--- config.mk ---
export PLATFORM = sky130hd
export DESIGN_NAME = zlib_stored_block_framer
export DESIGN_NICKNAME = d
export VERILOG_FILES = /design/src/hw/rtl/zsbf_pkg.sv /design/src/hw/rtl/zsbf_core.sv /design/src/hw/rtl/zsbf_serializer.sv /design/src/hw/rtl/zlib_stored_block_framer.sv
export SDC_FILE = /design/constraint.sdc
export NUM_CORES = 1
export LEC_CHECK = 0
export BUFFER_PORTS_ARGS = -buffer_cell sky130_fd_sc_hd__buf_2
export CORE_AREA = 8 8 182 201
export CTS_CLUSTER_DIAMETER = 40
export CTS_CLUSTER_SIZE = 10
export DETAILED_ROUTE_END_ITERATION = 6
export DIE_AREA = 0 0 190 209
export SLEW_MARGIN = 5
export SYNTH_ARGS = -nofsm -noshare
export SYNTH_HDL_FRONTEND = slang
export SYNTH_SLANG_ARGS = --single-unit
--- constraint.sdc ---
create_clock -name clk -period 23.7 [get_ports clk]
set_input_delay 1.185 -clock clk [delete_from_list [all_inputs] [get_ports clk]]
set_output_delay 1.185 -clock clk [all_outputs]
set_load 0.1 [all_outputs]
--- src/hw/rtl/zsbf_pkg.sv ---
// Shared types, constants and slot layout for the zlib stored-block framer.
package zsbf_pkg;

  localparam int LENGTH_BITS_DEFAULT = 32;
  localparam int CFG_BITS            = 32;
  localparam int SLOT_COUNT          = 12;

  localparam int SLOT_CMF        = 0;
  localparam int SLOT_FLG        = 1;
  localparam int SLOT_FINAL      = 2;
  localparam int SLOT_LEN_LO     = 3;
  localparam int SLOT_LEN_HI     = 4;
  localparam int SLOT_NLEN_LO    = 5;
  localparam int SLOT_NLEN_HI    = 6;
  localparam int SLOT_DATA       = 7;
  localparam int SLOT_HIGH_HI    = 8;
  localparam int SLOT_HIGH_LO    = 9;
  localparam int SLOT_LOW_HI     = 10;
  localparam int SLOT_LOW_LO     = 11;

  localparam logic [7:0]  ZLIB_CMF  = 8'h78;
  localparam logic [7:0]  ZLIB_FLG  = 8'h01;
  localparam logic [16:0] ADLER_MOD = 17'd65521;
  localparam logic [15:0] MAX_BLOCK = 16'hFFFF;

  typedef enum logic [1:0] {
    KIND_ZLIB_HDR  = 2'd0,
    KIND_BLOCK_HDR = 2'd1,
    KIND_DATA      = 2'd2,
    KIND_TRAILER   = 2'd3
  } kind_t;

  typedef struct packed {
    logic [SLOT_COUNT-1:0]       mask;
    logic [SLOT_COUNT-1:0][7:0]  bytes;
  } frame_t;

  function automatic kind_t slot_kind(input int slot);
    kind_t k;
    case (slot) inside
      [SLOT_CMF:SLOT_FLG]:          k = KIND_ZLIB_HDR;
      [SLOT_FINAL:SLOT_NLEN_HI]:    k = KIND_BLOCK_HDR;
      SLOT_DATA:                    k = KIND_DATA;
      default:                      k = KIND_TRAILER;
    endcase
    return k;
  endfunction

endpackage

--- src/hw/rtl/zsbf_core.sv ---
// Stream state, block sizing and Adler-32 update; builds the output frame of one byte.
module zsbf_core
  import zsbf_pkg::*;
#(
  parameter int LENGTH_BITS = LENGTH_BITS_DEFAULT
) (
  input  logic                clk,
  input  logic                rst,
  input  logic                cfg_write,
  input  logic [CFG_BITS-1:0] cfg_data,
  input  logic                accept,
  input  logic [7:0]          data_byte,
  output frame_t              frame
);

  logic [LENGTH_BITS-1:0] stream_length;
  logic [LENGTH_BITS-1:0] bytes_done;
  logic [15:0]            block_left;
  logic [15:0]            sum_low;
  logic [15:0]            sum_high;

  logic [LENGTH_BITS-1:0] bytes_done_next;
  logic [15:0]            block_left_next;
  logic [15:0]            sum_low_next;
  logic [15:0]            sum_high_next;

  logic [LENGTH_BITS+CFG_BITS-1:0] cfg_ext;
  logic                   first;
  logic [15:0]            eff_low;
  logic [15:0]            eff_high;
  logic [15:0]            eff_left;
  logic [LENGTH_BITS-1:0] rem;
  logic                   last;
  logic                   opening;
  logic                   is_final;
  logic [15:0]            blk;
  logic [15:0]            nblk;
  logic [16:0]            low_sum;
  logic [16:0]            low_mod;
  logic [16:0]            high_sum;
  logic [16:0]            high_mod;

  assign cfg_ext = {{LENGTH_BITS{1'b0}}, cfg_data};

  always_comb begin
    first    = (bytes_done == '0);
    eff_low  = first ? 16'd1 : sum_low;
    eff_high = first ? 16'd0 : sum_high;
    eff_left = first ? 16'd0 : block_left;

    rem      = (stream_length > bytes_done) ? (stream_length - bytes_done)
                                            : LENGTH_BITS'(1);
    last     = (rem == LENGTH_BITS'(1));
    opening  = (eff_left == 16'd0);
    is_final = (rem <= LENGTH_BITS'(MAX_BLOCK));
    blk      = (rem < LENGTH_BITS'(MAX_BLOCK)) ? rem[15:0] : MAX_BLOCK;
    nblk     = ~blk;

    low_sum  = {1'b0, eff_low} + {9'd0, data_byte};
    low_mod  = (low_sum >= ADLER_MOD) ? (low_sum - ADLER_MOD) : low_sum;
    high_sum = {1'b0, eff_high} + low_mod;
    high_mod = (high_sum >= ADLER_MOD) ? (high_sum - ADLER_MOD) : high_sum;

    if (last) begin
      bytes_done_next = '0;
      block_left_next = 16'd0;
      sum_low_next    = 16'd1;
      sum_high_next   = 16'd0;
    end else begin
      bytes_done_next = bytes_done + LENGTH_BITS'(1);
      block_left_next = (opening ? blk : eff_left) - 16'd1;
      sum_low_next    = low_mod[15:0];
      sum_high_next   = high_mod[15:0];
    end
  end

  always_comb begin
    frame.mask                      = '0;
    frame.mask[SLOT_CMF]            = first;
    frame.mask[SLOT_FLG]            = first;
    frame.mask[SLOT_FINAL]          = opening;
    frame.mask[SLOT_LEN_LO]         = opening;
    frame.mask[SLOT_LEN_HI]         = opening;
    frame.mask[SLOT_NLEN_LO]        = opening;
    frame.mask[SLOT_NLEN_HI]        = opening;
    frame.mask[SLOT_DATA]           = 1'b1;
    frame.mask[SLOT_HIGH_HI]        = last;
    frame.mask[SLOT_HIGH_LO]        = last;
    frame.mask[SLOT_LOW_HI]         = last;
    frame.mask[SLOT_LOW_LO]         = last;

    frame.bytes[SLOT_CMF]     = ZLIB_CMF;
    frame.bytes[SLOT_FLG]     = ZLIB_FLG;
    frame.bytes[SLOT_FINAL]   = {7'd0, is_final};
    frame.bytes[SLOT_LEN_LO]  = blk[7:0];
    frame.bytes[SLOT_LEN_HI]  = blk[15:8];
    frame.bytes[SLOT_NLEN_LO] = nblk[7:0];
    frame.bytes[SLOT_NLEN_HI] = nblk[15:8];
    frame.bytes[SLOT_DATA]    = data_byte;
    frame.bytes[SLOT_HIGH_HI] = high_mod[15:8];
    frame.bytes[SLOT_HIGH_LO] = high_mod[7:0];
    frame.bytes[SLOT_LOW_HI]  = low_mod[15:8];
    frame.bytes[SLOT_LOW_LO]  = low_mod[7:0];
  end

  always_ff @(posedge clk) begin
    if (rst) begin
      stream_length <= LENGTH_BITS'(1);
      bytes_done    <= '0;
      block_left    <= 16'd0;
      sum_low       <= 16'd1;
      sum_high      <= 16'd0;
    end else begin
      if (cfg_write) begin
        stream_length <= cfg_ext[LENGTH_BITS-1:0];
      end
      if (accept) begin
        bytes_done <= bytes_done_next;
        block_left <= block_left_next;
        sum_low    <= sum_low_next;
        sum_high   <= sum_high_next;
      end
    end
  end

endmodule

--- src/hw/rtl/zsbf_serializer.sv ---
// Result register holding one frame and emitting its bytes one transfer at a time.
module zsbf_serializer
  import zsbf_pkg::*;
(
  input  logic       clk,
  input  logic       rst,
  input  logic       load,
  input  frame_t     frame,
  output logic       load_ok,
  output logic       out_valid,
  input  logic       out_ready,
  output logic [7:0] out_byte,
  output logic [1:0] out_kind,
  output logic       last_of_run,
  output logic       end_of_stream
);

  logic [SLOT_COUNT-1:0]      mask;
  logic [SLOT_COUNT-1:0]      mask_next;
  logic [SLOT_COUNT-1:0][7:0] bytes;
  logic [SLOT_COUNT-1:0]      sel;
  logic [SLOT_COUNT-1:0]      rest;

  always_comb begin
    sel           = mask & (~mask + SLOT_COUNT'(1));
    rest          = mask & ~sel;
    out_valid     = (mask != '0);
    last_of_run   = (rest == '0);
    end_of_stream = sel[SLOT_LOW_LO];
    out_byte      = 8'd0;
    out_kind      = 2'd0;
    for (int i = 0; i < SLOT_COUNT; i++) begin
      out_byte = out_byte | (sel[i] ? bytes[i] : 8'd0);
      out_kind = out_kind | (sel[i] ? 2'(slot_kind(i)) : 2'd0);
    end
    load_ok = !out_valid || (out_ready && last_of_run);
  end

  always_comb begin
    mask_next = mask;
    if (load) begin
      mask_next = frame.mask;
    end else if (out_valid && out_ready) begin
      mask_next = rest;
    end
  end

  always_ff @(posedge clk) begin
    if (rst) begin
      mask <= '0;
    end else begin
      mask <= mask_next;
    end
  end

  always_ff @(posedge clk) begin
    if (load) begin
      bytes <= frame.bytes;
    end
  end

endmodule

--- src/hw/rtl/zlib_stored_block_framer.sv ---
// Top level of the zlib stored-block framer.
// Frames a raw byte stream of cfg-set length as a zlib stream of stored deflate blocks
// with an Adler-32 trailer. Each accepted input byte produces one to twelve output
// transfers: the zlib header (2 bytes) before the first byte, a block header (5 bytes)
// when a block opens, the data byte, and the trailer (4 bytes) after the last byte. A
// new byte is accepted in the same cycle that the final transfer of the previous byte
// completes, so plain data bytes flow at one per cycle while m_axis_tready is high; a
// byte holds the one-byte-wide output port for its data, header and trailer bytes.
// Write stream_length only while no stream is in progress.
module zlib_stored_block_framer
  import zsbf_pkg::*;
#(
  parameter int LENGTH_BITS = LENGTH_BITS_DEFAULT
) (
  input  logic                clk,
  input  logic                rst,
  input  logic                cfg_valid,
  output logic                cfg_ready,
  input  logic [CFG_BITS-1:0] cfg_data,       // stream_length
  input  logic                s_axis_tvalid,
  output logic                s_axis_tready,
  input  logic [7:0]          s_axis_tdata,   // data_byte
  output logic                m_axis_tvalid,
  input  logic                m_axis_tready,
  output logic [7:0]          m_axis_tdata,   // out_byte
  output logic [2:0]          m_axis_tuser,   // out_kind[1:0], end_of_stream[2]
  output logic                m_axis_tlast    // last_of_run
);

  logic       accept;
  frame_t     frame;
  logic [1:0] out_kind;
  logic       end_of_stream;

  assign cfg_ready = 1'b1;
  assign accept    = s_axis_tvalid && s_axis_tready;

  zsbf_core #(
    .LENGTH_BITS(LENGTH_BITS)
  ) u_core (
    .clk       (clk),
    .rst       (rst),
    .cfg_write (cfg_valid && cfg_ready),
    .cfg_data  (cfg_data),
    .accept    (accept),
    .data_byte (s_axis_tdata),
    .frame     (frame)
  );

  zsbf_serializer u_ser (
    .clk           (clk),
    .rst           (rst),
    .load          (accept),
    .frame         (frame),
    .load_ok       (s_axis_tready),
    .out_valid     (m_axis_tvalid),
    .out_ready     (m_axis_tready),
    .out_byte      (m_axis_tdata),
    .out_kind      (out_kind),
    .last_of_run   (m_axis_tlast),
    .end_of_stream (end_of_stream)
  );

  assign m_axis_tuser = {end_of_stream, out_kind};

endmodule

==> out/metrics.csv, run 1 <==
metric,value,unit
Nets,1686,
"Seq/Total Area, Yosys",35.7,%
Yosys Warn Count,0,
CP peak stage delay,0.79,ns
First-pass DRT Iterations,5,
Hold Crit Class,register to register,
Crit Path Class,register to register,
Die W,190,um
H-tree lvl count,4,
first-pass GRT wire length,62.5,mm
CTS Root Cell,clkbuf_16,
initial DRC count,1032,
clock buffer count from CTS,17,
CTS tree,yes,
skew final,0.0143,ns
IO Pins,60,
number of synthesized flops with an enable pin,73,
Die Ht,209,um
DRC,0,
layout cell share with drive strength beyond 1,8.06,%
Hold WS,0.464,ns
Core ar.,33000,um2
Avg Vias per Cell,5.86,
Detail Route Antenna Nets,0,
post-synth net total,1661,
CTS max path bufs,2,
pin count of the biggest net entering global routing,79,
Synth Flop Type,dfxtp_1,
"Max stage delay cell, worst path",nor3b_2,
worst-margin pin slew,1.27,ns
total gr overflow,0,
final WL,39.0,mm
mapped cell area,13100,um2
Fmax achieved,108,MHz
All-Layer GR Usage,19.6,%
"Clk pin slew, worst setup/hold paths",0.08,ns
Die Area,39700,um2
startpoint types,register,
Relative slew margins,14.8,%
worst-path fanout max,55,
initial antenna violation count,0,
Initial Utilization,39.6,%
port bufs,58,
GPL Wtd Cong,0.944,
cts hold-fix bufs,0,
Yosys reg bits,197,
Final Setup Violations,0,
vias in the first global route,11400,
RSZ-0062 raised after global routing,no,
outcome,finished clean,
clk_lat worst skew,0.46,ns
post-CTS setup buffer count,0,
area growth from synthesis to layout,9.67,%
pwr dens,115,nW/um2
# resized after CTS,0,
cell taking the most area after synthesis,dfxtp_1,
synth unique cells,82,
setup TNS,0,ns
most frequent CP cell,o21ai_0,
Mapped Cells,1550,
hold violation count in the final report,0,
Max VDD drop,87.3,uV
Mean Syn Cell Area,8.44,um2
Maximum Capacitance Violations,0,
CP arrival,9.63,ns
fin crit share,39.1,%
Synth area leaders,"dfxtp_1 (19%), edfxtp_1 (17%), ha_1 (6.0%), nor2_1 (5.0%), xnor2_1 (4.8%)",
vias,11800,
Final Max Slew Viols,0,
Synth top area share,19.0,%
Tmin final,9.27,ns
"Req. time, crit path",24.05,ns
Clock Sinks,197,
ys async rst share,0,%
antenna cell count,0,
FP Rows,70,
P_leak,0.00550,uW
detailed-route wire length per cell,19.3,um
DP Wirelength,29.3,mm
crit end category,register,
final cells by class:
type / count / area [um2]
multi-input cells: 1197 / 7840
fillers: 3271 / 18700
inverters: 89 / 334
repair buffers: 73 / 403
clock buffers: 22 / 464
well taps: 432 / 541
clock inverters: 10 / 90.1
flip-flops and latches: 197 / 4670
worst max-delay path: cells and delay by family (launching register included):
family          cells  cell delay (ns)
xor+xnor            2             0.47
buf+inv             2             0.37
flops               1             0.37
fa+ha+maj           3             0.92
mux                 1             0.35
simple gates       11             3.21
compound gates     11             3.46
state kept, by name, indices dropped and copies added, names as in the netlist:
register / cells
u_core.sum_low: 16
u_core.stream_length: 32
u_core.bytes_done: 32
u_core.block_left: 16
u_ser.mask: 12
u_ser.bytes: 73
u_core.sum_high: 16
report_power, final:
group | internal, uW | switching, uW | leakage [uW]
Sequential | 477 | 53.9 | 0.00170
Combinational | 221 | 612 | 0.00354
Clock | 143 | 139 | 0.000259
Total | 841 | 805 | 0.00550
layout by cell type, fill, tap and decap left out, types with 58 or more instances in the layout:
master,n
nor2_1,173
inv_1,88
nand2_1,120
a21oi_1,96
dfxtp_1,124
edfxtp_1,73
o21ai_0,86
buf_2,58
ha_1,63
xnor2_1,71
stage by stage:
stage / power, uW / util (%) / area, um2 / instances / setup slack, ns
floorplan: 1150 / - / 13100 / 1550 / 15.98
CTS: 1650 / 43.4 / 14300 / 2020 / 14.47
global placement: 1360 / 41.8 / 13800 / 1988 / 14.79
finish: 1650 / 43.4 / 14300 / 2020 / 14.43
detailed placement: 1370 / 41.8 / 13800 / 1988 / 14.51
global route: 1740 / 43.4 / 14300 / 2020 / 13.68
per-layer routing:
metal | vias to the layer above | global-route usage, % | wire (um)
met3 | 59 | 2.85 | 1800
met5 | - | 0 | 0
met2 | 335 | 33.1 | 18900
li1 | 5757 | - | -
met4 | 0 | 7.42 | 1160
met1 | 5688 | 25.0 | 17200
cells in the mapped netlist (all sizes together), types with 7 or more instances:
cell and number:
edfxtp 73, nor2 174, nor3b 9, and2 41
ha 63, xor2 24, and3 15, o21a 19
nand2b 20, nor3 36, a221oi 8, o22ai 10
clkbuf 58, nand4 36, nand2 120, inv 89
a31oi 10, a211o 9, or2 10, or3 16
a22oi 31, a211oi 13, xnor2 71, nor4 25
mux2i 36, o2111ai 7, a21oi 97, a21o 25
a22o 22, buf 9, o211ai 17, dfxtp 124
o21ai 86, nand3 36, a221o 9, o31ai 10
cells by family after synthesis:
group           after synthesis  synth area share (%)
other cells                   1                0.0287
simple gates                568                  21.5
xor+xnor                     95                  6.36
mux                          38                  2.93
compound gates              428                  22.3
buf+inv                     156                  4.55
flops                       197                  35.7
fa+ha+maj                    67                  6.56
path summary, 6_finish.rpt:
check	endpoint	startpoint	slack [ns]	cells after the start
setup reg to reg	u_core.sum_high[1]	u_core.bytes_done[13]	14.43	30
hold reg to reg	u_core.sum_low[0]	u_core.sum_low[0]	0.46	2
hold / removal	u_core.sum_low[0]	u_core.sum_low[0]	0.46	2
setup / recovery	u_core.sum_high[1]	u_core.bytes_done[13]	14.43	30
Power figures use the tool's default switching activity.
==> inputs of run 2 (changes only) <==
==> constraint.sdc (replaced) <==
create_clock -name clk -period 8.45 [get_ports clk]
set_input_delay 0.4225 -clock clk [delete_from_list [all_inputs] [get_ports clk]]
set_output_delay 0.4225 -clock clk [all_outputs]
set_load 0.1 [all_outputs]
==> out/metrics.csv, run 2 (synthesized netlist as in run 1, its figures left out) <==
metric,value,unit
outcome,finished clean,
setup TNS,0,ns
final WL,39.9,mm
fin crit share,94.9,%
worst-margin pin slew,1.16,ns
DRC,0,
Detail Route Antenna Nets,0,
GPL Wtd Cong,0.929,
detailed-route wire length per cell,19.7,um
port bufs,58,
Min-Delay Endpoint,u_ser.bytes[62],
All-Layer GR Usage,19.6,%
r2r worst-path depth,31,
Tot Pwr,4710,uW
CP arrival,8.38,ns
crit end category,register,
layout cell share with drive strength beyond 1,9.23,%
placed insts,1991,
Regs by FF count,"u_ser.bytes: 73 flops, u_core.bytes_done: 32 flops, u_core.stream_length: 32 flops",
vias,11900,
Tmin final,8.02,ns
initial DRC count,932,
Max VDD drop,261,uV
Hold Crit Class,input pin to register,
Core ar.,33000,um2
Final Setup Violations,0,
Die Area,39700,um2
First-pass DRT Iterations,6,
P_leak,0.00558,uW
Largest register FFs,73,
Nets,1690,
CP peak stage delay,0.47,ns
FP Rows,70,
"Most flops, register",u_ser.bytes,
pin count of the biggest net entering global routing,61,
filler instances,3267,
"Core Util, Final",43.9,%
total gr overflow,0,
r2r endpoint,u_core.sum_high[1],
Clock Sinks,197,
CTS tree,yes,
CP bufs+invs,4,
Hold Path Stages,1,
CTS max path bufs,2,
first-pass GRT wire length,62.0,mm
H-tree lvl count,4,
CTS Root Cell,clkbuf_16,
pwr dens,324,nW/um2
Die Ht,209,um
Crit Path Class,register to register,
Hold Crit Start,s_axis_tdata[6],
"most common cell after layout, fill and taps aside",nor2_1,
Avg Vias per Cell,5.90,
IO Pins,60,
clk_lat worst skew,0.47,ns
Final Max Slew Viols,0,
Initial Utilization,39.6,%
vias in the first global route,11400,
clock buffer count from CTS,17,
r2r setup slk,0.43,ns
"Max stage delay cell, worst path",a2111o_1,
worst-path fanout max,39,
startpoint types,register,
Maximum Capacitance Violations,0,
DP Wirelength,30.0,mm
Non-Filler Instances,2024,
hold violation count in the final report,0,
worst setup margin,0.430,ns
Reg-to-Reg Start,u_core.bytes_done[1],
skew final,0.0185,ns
antenna cell count,0,
initial antenna violation count,0,
"Clk pin slew, worst setup/hold paths",0.09,ns
Relative slew margins,22.7,%
cell family with most CP delay,compound AO/OA/AOI/OAI gates,
Fmax achieved,125,MHz
Place WS,-0.0330,ns
most frequent cells in the layout,"nor2_1 (172), dfxtp_1 (124), nand2_1 (119)",
"Req. time, crit path",8.81,ns
most frequent CP cell,o21ai_0,
Die W,190,um
area growth from synthesis to layout,10.9,%
==> run 2: cell count changes in the layout (fill, tap and decap cells not counted), moves of 3 or more <==
cell,delta
clkbuf_1,-3
a211oi_1,-3
o21ai_0,-3
clkinvlp_4,-4
clkinv_8,+5
buf_4,+4
==> run 2: what timing repair did <==
action / 4_1_cts / 5_1_grt
gates resized for setup: 1 / 17
setup buffers: 0 / 1
setup endpoints to repair: 3 / 32
hold buffers: 0 / 0
pin swaps: 0 / 5
==> run 2: where the power goes <==
part	switching [uW]	internal, uW	leakage, uW
clock network	448	410	0.000302
registers	165	1340	0.00170
logic	1720	624	0.00358
total	2330	2370	0.00558
==> run 2: worst reg2reg max path: cells and delay by family, from the launching register on <==
family	cells	cell delay, ns
AOI/OAI and AO/OA	12	2.92
and+or+nand+nor	8	1.79
adders and majority gates	3	0.95
buffers and inverters	4	0.82
xor gates and xnor gates	3	0.81
DFF	1	0.33
muxes	1	0.29
==> run 2: worst max-delay path by stage <==
stage	end	from	slack, ns	cells past startpoint
after CTS	u_core.sum_high[10]	u_core.bytes_done[1]	0.07	31
after global routing	u_core.sum_high[11]	u_core.bytes_done[1]	-0.06	32
after floorplan	u_core.sum_high[8]	u_core.bytes_done[1]	0.73	36
after global placement	u_core.sum_high[1]	u_core.bytes_done[23]	0.27	28
after detailed placement	u_core.sum_high[10]	u_core.bytes_done[1]	-0.03	30
final	u_core.sum_high[1]	u_core.bytes_done[1]	0.43	31
==> run 2: metrics by stage <==
| stage | area (um2) | hold slack (ns) |
|---|---|---|
| floorplan | 13100 | 0.428 |
| global placement | 13800 | 0.450 |
| detailed placement | 13800 | 0.459 |
| CTS | 14400 | 0.158 |
| global route | 14500 | 0.156 |
| finish | 14500 | 0.175 |
==> run 2: per-layer routing <==
metal  up-vias  wire length (um)  share of wire (%)  global-route usage [%]
met5         -                 0                  0                       0
met4         0              1460                3.6                    8.63
met3        82              2290                5.7                    3.55
met2       386             18900                 47                    32.6
met1      5717             17300                 43                    24.5
li1       5756                 -                  -                       -
==> run 2: final cells by class <==
type,instances,area (um2),area share [%]
multi-input cells,1197,7910,54.5
flip-flops and latches,197,4670,32.2
well taps,432,541,3.73
repair buffers,77,433,2.98
clock buffers,17,425,2.93
inverters,89,334,2.30
clock inverters,15,196,1.35
